**src/design/pida_pkg.sv**
```systemverilog
// Shared types and codes for the positional insert/delete array.
`default_nettype none

package pida_pkg;

    localparam int POS_W  = 7;
    localparam int WORD_W = 32;

    localparam logic [2:0] OP_INSERT = 3'd0;
    localparam logic [2:0] OP_DELETE = 3'd1;
    localparam logic [2:0] OP_GET    = 3'd2;
    localparam logic [2:0] OP_SET    = 3'd3;
    localparam logic [2:0] OP_APPEND = 3'd4;

    localparam logic [1:0] STAT_OK     = 2'd0;
    localparam logic [1:0] STAT_BADPOS = 2'd1;
    localparam logic [1:0] STAT_FULL   = 2'd2;

    typedef struct packed {
        logic [2:0]              operation;
        logic [POS_W-1:0]        position;
        logic signed [WORD_W-1:0] value;
    } pida_in_t;

    typedef struct packed {
        logic signed [WORD_W-1:0] read_value;
        logic [1:0]              status;
        logic [POS_W-1:0]        entry_count;
    } pida_out_t;

    typedef enum logic [2:0] {
        S_IDLE,
        S_SHIFT_UP,
        S_INS_LAST,
        S_DEL_FIRST,
        S_SHIFT_DOWN,
        S_GET_WAIT,
        S_FINISH
    } pida_state_t;

endpackage

`default_nettype wire

```
**src/design/pida_ram.sv**
```systemverilog
// Entry store: one write port and one registered read port.
`default_nettype none

module pida_ram import pida_pkg::*;
#(
    parameter int DEPTH = 64,
    parameter int AW    = 6
)
(
    input  wire logic                     clk,
    input  wire logic                     rst_n,
    input  wire logic                     we,
    input  wire logic [AW-1:0]            waddr,
    input  wire logic signed [WORD_W-1:0] wdata,
    input  wire logic                     re,
    input  wire logic [AW-1:0]            raddr,
    output logic signed [WORD_W-1:0]      rdata
);

    logic signed [WORD_W-1:0] mem [DEPTH];
    logic signed [WORD_W-1:0] rdata_reg;

    always_ff @(posedge clk)
    begin
        if (we)
        begin
            mem[waddr] <= wdata;
        end
        if (re)
        begin
            rdata_reg <= mem[raddr];
        end
    end

    assign rdata = rdata_reg;

    // The shift sequences always read and write different entries.
    a_no_same_addr: assert property (@(posedge clk) disable iff (!rst_n)
        (we && re) |-> (waddr != raddr))
        else $error("read and write hit the same entry");

endmodule

`default_nettype wire

```
**src/design/pida_seq.sv**
```systemverilog
// Sequencer that runs each operation as reads and writes on the entry store.
`default_nettype none

module pida_seq import pida_pkg::*;
#(
    parameter int DEPTH = 64,
    parameter int AW    = 6,
    parameter int CW    = 7
)
(
    input  wire logic                     clk,
    input  wire logic                     rst_n,
    input  wire logic                     req_valid,
    input  wire pida_in_t                 req,
    output logic                          idle,
    output logic                          res_valid,
    input  wire logic                     res_ready,
    output pida_out_t                     res,
    output logic                          we,
    output logic [AW-1:0]                 waddr,
    output logic signed [WORD_W-1:0]      wdata,
    output logic                          re,
    output logic [AW-1:0]                 raddr,
    input  wire logic signed [WORD_W-1:0] rdata
);

    localparam int PCW = (CW > POS_W) ? CW : POS_W;
    localparam logic [CW-1:0] CNT_ONE  = CW'(1);
    localparam logic [CW-1:0] CNT_FULL = CW'(DEPTH);
    localparam logic [AW-1:0] PTR_ONE  = AW'(1);

    pida_state_t              state_reg, state_next;
    logic [CW-1:0]            cnt_reg, cnt_next;
    logic [AW-1:0]            ptr_reg, ptr_next;
    logic [AW-1:0]            pos_reg, pos_next;
    logic signed [WORD_W-1:0] val_reg, val_next;
    logic signed [WORD_W-1:0] rd_reg, rd_next;
    logic [1:0]               stat_reg, stat_next;

    logic [PCW-1:0] pos_ext;
    logic [PCW-1:0] cnt_ext;
    logic [AW-1:0]  pos_idx;
    logic [AW-1:0]  last_idx;
    logic [CW-1:0]  ptr_plus;
    logic           more_down;

    assign pos_ext   = PCW'(req.position);
    assign cnt_ext   = PCW'(cnt_reg);
    assign pos_idx   = pos_ext[AW-1:0];
    assign last_idx  = AW'(cnt_reg - CNT_ONE);
    assign ptr_plus  = CW'(ptr_reg) + CNT_ONE;
    assign more_down = (ptr_plus < cnt_reg);

    always_ff @(posedge clk or negedge rst_n)
    begin
        if (!rst_n)
        begin
            state_reg <= S_IDLE;
            cnt_reg   <= '0;
        end
        else
        begin
            state_reg <= state_next;
            cnt_reg   <= cnt_next;
        end
    end

    always_ff @(posedge clk)
    begin
        ptr_reg  <= ptr_next;
        pos_reg  <= pos_next;
        val_reg  <= val_next;
        rd_reg   <= rd_next;
        stat_reg <= stat_next;
    end

    always_comb
    begin
        state_next = state_reg;
        cnt_next   = cnt_reg;
        ptr_next   = ptr_reg;
        pos_next   = pos_reg;
        val_next   = val_reg;
        rd_next    = rd_reg;
        stat_next  = stat_reg;
        we         = 1'b0;
        waddr      = '0;
        wdata      = val_reg;
        re         = 1'b0;
        raddr      = '0;
        idle       = 1'b0;
        res_valid  = 1'b0;

        case (state_reg)
            S_IDLE:
            begin
                idle = 1'b1;
                if (req_valid)
                begin
                    val_next   = req.value;
                    pos_next   = pos_idx;
                    rd_next    = '0;
                    stat_next  = STAT_OK;
                    state_next = S_FINISH;
                    case (req.operation)
                        OP_INSERT:
                        begin
                            if (pos_ext > cnt_ext)
                            begin
                                stat_next = STAT_BADPOS;
                            end
                            else if (cnt_reg >= CNT_FULL)
                            begin
                                stat_next = STAT_FULL;
                            end
                            else if (pos_ext == cnt_ext)
                            begin
                                we       = 1'b1;
                                waddr    = pos_idx;
                                wdata    = req.value;
                                cnt_next = cnt_reg + CNT_ONE;
                            end
                            else
                            begin
                                re         = 1'b1;
                                raddr      = last_idx;
                                ptr_next   = last_idx;
                                state_next = S_SHIFT_UP;
                            end
                        end
                        OP_DELETE:
                        begin
                            if (pos_ext >= cnt_ext)
                            begin
                                stat_next = STAT_BADPOS;
                            end
                            else
                            begin
                                re         = 1'b1;
                                raddr      = pos_idx;
                                ptr_next   = pos_idx;
                                state_next = S_DEL_FIRST;
                            end
                        end
                        OP_GET:
                        begin
                            if (pos_ext >= cnt_ext)
                            begin
                                stat_next = STAT_BADPOS;
                            end
                            else
                            begin
                                re         = 1'b1;
                                raddr      = pos_idx;
                                state_next = S_GET_WAIT;
                            end
                        end
                        OP_SET:
                        begin
                            if (pos_ext >= cnt_ext)
                            begin
                                stat_next = STAT_BADPOS;
                            end
                            else
                            begin
                                we    = 1'b1;
                                waddr = pos_idx;
                                wdata = req.value;
                            end
                        end
                        OP_APPEND:
                        begin
                            if (cnt_reg >= CNT_FULL)
                            begin
                                stat_next = STAT_FULL;
                            end
                            else
                            begin
                                we       = 1'b1;
                                waddr    = cnt_reg[AW-1:0];
                                wdata    = req.value;
                                cnt_next = cnt_reg + CNT_ONE;
                            end
                        end
                        default:
                        begin
                            stat_next = STAT_OK;
                        end
                    endcase
                end
            end
            S_SHIFT_UP:
            begin
                // The word read last cycle moves one place up.
                we    = 1'b1;
                waddr = ptr_reg + PTR_ONE;
                wdata = rdata;
                if (ptr_reg == pos_reg)
                begin
                    state_next = S_INS_LAST;
                end
                else
                begin
                    re       = 1'b1;
                    raddr    = ptr_reg - PTR_ONE;
                    ptr_next = ptr_reg - PTR_ONE;
                end
            end
            S_INS_LAST:
            begin
                we         = 1'b1;
                waddr      = pos_reg;
                wdata      = val_reg;
                cnt_next   = cnt_reg + CNT_ONE;
                state_next = S_FINISH;
            end
            S_DEL_FIRST:
            begin
                rd_next = rdata;
                if (more_down)
                begin
                    re         = 1'b1;
                    raddr      = ptr_reg + PTR_ONE;
                    ptr_next   = ptr_reg + PTR_ONE;
                    state_next = S_SHIFT_DOWN;
                end
                else
                begin
                    cnt_next   = cnt_reg - CNT_ONE;
                    state_next = S_FINISH;
                end
            end
            S_SHIFT_DOWN:
            begin
                // The word read last cycle moves one place down.
                we    = 1'b1;
                waddr = ptr_reg - PTR_ONE;
                wdata = rdata;
                if (more_down)
                begin
                    re       = 1'b1;
                    raddr    = ptr_reg + PTR_ONE;
                    ptr_next = ptr_reg + PTR_ONE;
                end
                else
                begin
                    cnt_next   = cnt_reg - CNT_ONE;
                    state_next = S_FINISH;
                end
            end
            S_GET_WAIT:
            begin
                rd_next    = rdata;
                state_next = S_FINISH;
            end
            S_FINISH:
            begin
                res_valid = 1'b1;
                if (res_ready)
                begin
                    state_next = S_IDLE;
                end
            end
            default:
            begin
                state_next = S_IDLE;
            end
        endcase
    end

    logic [PCW-1:0] cnt_out;
    assign cnt_out         = PCW'(cnt_reg);
    assign res.read_value  = rd_reg;
    assign res.status      = stat_reg;
    assign res.entry_count = cnt_out[POS_W-1:0];

    a_cnt_bound: assert property (@(posedge clk) disable iff (!rst_n)
        cnt_reg <= CNT_FULL)
        else $error("entry count above capacity");

    a_cnt_step: assert property (@(posedge clk) disable iff (!rst_n)
        1'b1 |=> (cnt_reg == $past(cnt_reg)) || (cnt_reg == $past(cnt_reg) + CNT_ONE)
                 || (cnt_reg == $past(cnt_reg) - CNT_ONE))
        else $error("entry count moved by more than one");

    a_down_in_range: assert property (@(posedge clk) disable iff (!rst_n)
        (state_reg == S_SHIFT_DOWN) |-> (CW'(ptr_reg) < cnt_reg))
        else $error("shift-down pointer beyond the last entry");

    a_finish_holds: assert property (@(posedge clk) disable iff (!rst_n)
        (state_reg == S_FINISH) |=> $stable(cnt_reg))
        else $error("count changed while a result was waiting");

endmodule

`default_nettype wire

```
**src/design/positional_insert_delete_array.sv**
```systemverilog
// Top level of the positional insert/delete array: store, sequencer and result register.
//
//  Channel | Direction | Handshake            | Payload
//  --------+-----------+----------------------+-----------------------------------------
//  req     | in        | req_valid, req_stall | operation, position, value (pida_in_t)
//  rsp     | out       | rsp_valid, rsp_stall | read_value, status, entry_count (pida_out_t)
//
// An insert at position p moves the words from p to the tail up one place, last word
// first, then writes the new word; a delete reads the word at p and moves the words above
// it down one place. The single read and single write port of the entry store set the
// pace: a shift moves one word per cycle. Get reads one word; set and append only write.
// Reset clears the entry count and the sequencer; the words in the store are not cleared.
// A finished item waits in the result register while the next item is accepted and run.
// The request side is stalled whenever the sequencer is working on an item.
`default_nettype none

module positional_insert_delete_array import pida_pkg::*;
#(
    parameter int DEPTH = 64
)
(
    input  wire logic     clk,
    input  wire logic     rst_n,
    input  wire logic     req_valid,
    output logic          req_stall,
    input  wire pida_in_t req,
    output logic          rsp_valid,
    input  wire logic     rsp_stall,
    output pida_out_t     rsp
);

    // Address width for the store and width for a count that can reach DEPTH.
    localparam int AW = $clog2(DEPTH);
    localparam int CW = $clog2(DEPTH + 1);

    logic                     we;
    logic [AW-1:0]            waddr;
    logic signed [WORD_W-1:0] wdata;
    logic                     re;
    logic [AW-1:0]            raddr;
    logic signed [WORD_W-1:0] rdata;

    logic      idle;
    logic      res_valid;
    logic      res_ready;
    pida_out_t res;

    logic      out_valid_reg, out_valid_next;
    pida_out_t out_reg;

    pida_ram #(
        .DEPTH (DEPTH),
        .AW    (AW)
    ) u_ram (
        .clk   (clk),
        .rst_n (rst_n),
        .we    (we),
        .waddr (waddr),
        .wdata (wdata),
        .re    (re),
        .raddr (raddr),
        .rdata (rdata)
    );

    pida_seq #(
        .DEPTH (DEPTH),
        .AW    (AW),
        .CW    (CW)
    ) u_seq (
        .clk       (clk),
        .rst_n     (rst_n),
        .req_valid (req_valid),
        .req       (req),
        .idle      (idle),
        .res_valid (res_valid),
        .res_ready (res_ready),
        .res       (res),
        .we        (we),
        .waddr     (waddr),
        .wdata     (wdata),
        .re        (re),
        .raddr     (raddr),
        .rdata     (rdata)
    );

    // New items are taken only when the sequencer is idle.
    assign req_stall = !idle;

    // The result register takes a new item when it is empty or being drained.
    assign res_ready = !out_valid_reg || !rsp_stall;

    always_comb
    begin
        out_valid_next = out_valid_reg;
        if (res_ready)
        begin
            out_valid_next = res_valid;
        end
    end

    always_ff @(posedge clk or negedge rst_n)
    begin
        if (!rst_n)
        begin
            out_valid_reg <= 1'b0;
        end
        else
        begin
            out_valid_reg <= out_valid_next;
        end
    end

    always_ff @(posedge clk)
    begin
        if (res_ready && res_valid)
        begin
            out_reg <= res;
        end
    end

    assign rsp_valid = out_valid_reg;
    assign rsp       = out_reg;

    // A result leaves the sequencer only into a free or draining result register.
    a_no_overwrite: assert property (@(posedge clk) disable iff (!rst_n)
        (out_valid_reg && rsp_stall) |-> !(res_valid && res_ready))
        else $error("result register overwritten while stalled");

    // An item is never accepted while the sequencer still holds a result.
    a_accept_idle: assert property (@(posedge clk) disable iff (!rst_n)
        (req_valid && !req_stall) |-> !res_valid)
        else $error("item accepted while a result was pending in the sequencer");

    // Every accepted item leads to a result no sooner than the next cycle.
    a_result_later: assert property (@(posedge clk) disable iff (!rst_n)
        (req_valid && !req_stall) |=> !idle)
        else $error("sequencer idle right after taking an item");

endmodule

`default_nettype wire

```
**config.mk**
```make
export PLATFORM = sky130hd
export DESIGN_NAME = positional_insert_delete_array
export DESIGN_NICKNAME = d
export VERILOG_FILES = /design/src/design/pida_pkg.sv /design/src/design/pida_ram.sv /design/src/design/pida_seq.sv /design/src/design/positional_insert_delete_array.sv
export SDC_FILE = /design/constraint.sdc
export NUM_CORES = 2
export LEC_CHECK = 0
export BUFFER_PORTS_ARGS = -buffer_cell sky130_fd_sc_hd__clkbuf_2
export CAP_MARGIN = 20
export CORE_AREA = 2 2 384 672
export CTS_BUF_LIST = sky130_fd_sc_hd__clkbuf_8
export DETAILED_ROUTE_END_ITERATION = 12
export DIE_AREA = 0 0 386 674
export RECOVER_POWER = 50
export SLEW_MARGIN = 20
export SYNTH_ARGS = -nofsm -noshare
export SYNTH_HDL_FRONTEND = slang
export SYNTH_SLANG_ARGS = --single-unit
```
**constraint.sdc**
```tcl
create_clock -name clk -period 5.35 [get_ports clk]
set_input_delay 1.07 -clock clk [delete_from_list [all_inputs] [get_ports clk]]
set_output_delay 1.07 -clock clk [all_outputs]
set_load 0.005 [all_outputs]
```
==> reports/metrics.yaml <==
synth:
  async_flop_share_pct: 0.498
  synth_common_cells: "edfxtp_1, nand2_1, nand3_1, mux2i_1, buf_2"
  ys_seq_area_share_pct: 74.7
  ys_types: 78
  yosys.area.top_type_share_pct: 74.4
  synth.avg_cell_area_sq_um: 14.8
  synth_warnings: 0
  syn_area_sq_um: 88800
  synth-seq-cells: 2210
  synth_xor_xnor_area_share_pct: 0.237
  syn_nets: 6071
  synth_top_family_by_area: "simple AND/OR/NAND/NOR gates"
  yosysTopAreaCell: "edfxtp_1"
  synthMuxAreaShare_pct: 6.68
  synth_edf_count: 2199
  yosys.area_share.simple_pct: 11.1
  yosys.area_share.adder_pct: 0.240
  synthFlopType: "edfxtp_1"
  netlist_instances: 6008
  synth_compound_area_share_pct: 4.90
  synthMostInstantiatedCell: "edfxtp_1"
  ys_top_cells_by_area: "edfxtp_1, nand2_1, mux2i_1"
routing:
  wl_met2_microns: 151000
  dr.first_iter.drc_count: 6136
  drt_wl_total_microns: 293000
  wl_met1_microns: 95700
  drc: 0
  vias_per_cell: 5.56
  met3_length_microns: 20300
  post_drt_wl_per_cell_microns: 28.9
  dr.pass1.iters: 6
  vias: 56300
  detail-route-antenna-nets: 0
  top_layer: "met5"
grt:
  grt_max_degree: 67
  grt_pass1_vias: 56400
  antenna_found_initial: 10
  grt_use_total_pct: 22.0
  grt_overflow: 0
  grt_pass1_wl_microns: 409000
worst_hold_path:
  hold_path_class: "primary input to flip-flop"
pwr:
  intPower_uw: 41600
  powerDensity_nw_per_um2: 702
  swShare_pct: 42.6
  p_clk_share_pct: 16.6
  comb_power_share_pct: 47.9
  ir_worst_vdd_v: 0.000513
  p_switching_uw: 30900
  pwr-share-seq_pct: 35.5
  power.leakage_uw: 0.0356
setup_path:
  worstSetupEndpointType: "flip-flop"
  arrival_ps: 6010
  cp_max_fo: 45
  required_ps: 6150
  start_kind: "flip-flop"
  crit_type: "flip-flop to flip-flop"
floorplan:
  core_area_sq_um: 255000
  io_pins: 89
  die_y_microns: 674
  die_w_microns: 386
  start_util_pct: 34.8
  rows: 246
  die_area_sq_um: 260000
finish:
  top_register: "u_ram.mem"
  n_fill_cell: 23200
  design_area_sq_um: 103000
  final_nets: 6622
  final_layout_size_suffix_gt1_share_pct: 16.5
  layout.cells.non_filler: 10100
  area_delta_synth_final_pct: 16.2
  largest_reg_flops: 2048
run_status:
  status: "finished, violations left"
  violations: "capacitance limit, slew limit"
timing:
  timing.fmax_mhz: 192
  finalCritPeriodShare_pct: 97.3
  rsz0062_at_grt: "false"
  period_needed_ps: 5210
  skew_ps: 85.7
  setup_viol: 0
  final-hold-violation-count: 0
  worstMarginPinSlew_ps: 2290
  max-slew-margin-rel_pct: -52.8
  final_max_slew_viol_count: 1447
place:
  hpwlAfterDp_microns: 187000
  placed_cells: 9602
  port_buffers: 88
  dpl_cell_area_sq_um: 98300
  place.gp.congestion: 0.928
clock_network:
  cts_sinks: 2210
  cts_root_buf: "clkbuf_8"
  numCtsBuffers: 302
  clk_pin_slew_ps: 80
  clockBufferDepth: 4
  insertion_delay_ps: 970
  post-cts-setup-buffer-count: 0
  cts.htree.levels: 5
  cts_tree: "yes"
run:
  maxCapViolCount: 25
==> metrics by stage <==
step / total power [uW] / utilization [%] / hold slack [ps] / TNS, ps / worst slack, ps
4_1_cts: 72400 / 40.6 / 238 / 0 / 37.8
3_5_place_dp: 60500 / 38.5 / 405 / -335 / -229
5_1_grt: 74800 / 40.4 / 279 / 0 / 17.2
2_1_floorplan: 42900 / - / 400 / -323120 / -311
6_report: 72500 / 40.4 / 290 / 0 / 142
3_3_place_gp: 60000 / 38.5 / 401 / -864 / -413
==> kinds of logic (layout without fill, tap and decap cells) <==
kind of cell    after synthesis  after routing
simple gates               2259           2259
flops                      2210           2210
compound gates              563            563
mux                         503            503
buf+inv                     432           1187
xor+xnor                     24             24
fa+ha+maj                    17             17
other cells                   0              8
==> per-layer routing <==
layer	vias up	track usage (%)
li1	24000	-
met1	28600	23.1
met2	2783	39.6
met3	876	3.35
met4	4	16.3
met5	-	0
==> cells in the final DEF (no fill, tap or decap), types with 37 or more instances in the layout <==
cell | Yosys | routed
clkbuf_1 | 148 | 95
clkbuf_8 | 0 | 311
nand3_1 | 712 | 711
inv_1 | 53 | 94
o31a_1 | 37 | 37
nor2_1 | 125 | 58
mux4_2 | 70 | 70
a211oi_1 | 53 | 51
a311oi_1 | 67 | 67
a32o_1 | 40 | 40
nand2_1 | 1263 | 1263
o21ai_0 | 40 | 40
edfxtp_1 | 2199 | 2199
nor2_4 | 0 | 64
a31oi_1 | 51 | 51
buf_12 | 0 | 143
mux2i_1 | 415 | 415
clkbuf_2 | 0 | 39
clkinv_1 | 2 | 77
buf_4 | 16 | 343
a21oi_1 | 71 | 69
==> power by group through the flow <==
stage / Clock [uW] / Combinational, uW / Sequential [uW]
global route: 12900 / 36100 / 25800
CTS: 12200 / 34800 / 25400
floorplan: 0 / 17400 / 25500
global placement: 0 / 34400 / 25700
finish: 12100 / 34700 / 25700
detailed placement: 0 / 34700 / 25800
==> layout make-up <==
class                      instances  area (sq um)  share of cell area, %
tap                             3348          4190                   4.06
multi-input combinational       3366         21100                   20.5
antenna                            8          20.0                 0.0194
clock inverter                   197          1020                  0.985
inverter                          55           208                  0.201
sequential                      2210         66300                   64.3
timing repair buffer             624          6020                   5.83
clock buffer                     311          4280                   4.15
==> final timing paths <==
check                            startpoint                 to  slack, ps  cells after the start
setup / recovery           u_seq.ptr_reg[0]     u_ram.rdata[3]        140                     16
setup reg to reg           u_seq.ptr_reg[0]     u_ram.rdata[3]        140                     16
max in group asynchronous             rst_n          rsp_valid       4210                      2
hold reg to reg            u_seq.rd_reg[29]            rsp[38]        420                      0
min in group asynchronous             rst_n   u_seq.cnt_ext[5]        670                      2
hold / removal                      req[19]  u_seq.val_reg[19]        290                      1
==> worst max-delay path, stage by stage (launching register included) <==
cell      delay [ps]
edfxtp_1         470
ha_1             270
xnor2_1          140
buf_4            150
inv_1             70
ha_1             290
nand2_1           50
o21ai_1          360
a211oi_1         310
nor3_4           470
buf_4            390
buf_12           340
buf_4            250
mux4_2           490
nor2b_1          200
a31oi_1          460
and4_1           270
==> repair_timing <==
| item | in CTS | in global routing |
|---|---|---|
| setup endpoints to repair | 1 | 1 |
| hold endpoints to repair | 11 | 0 |
| hold buffers | 1 | 0 |
| resized for setup | 1 | 1 |
Power figures use the tool's default switching activity.
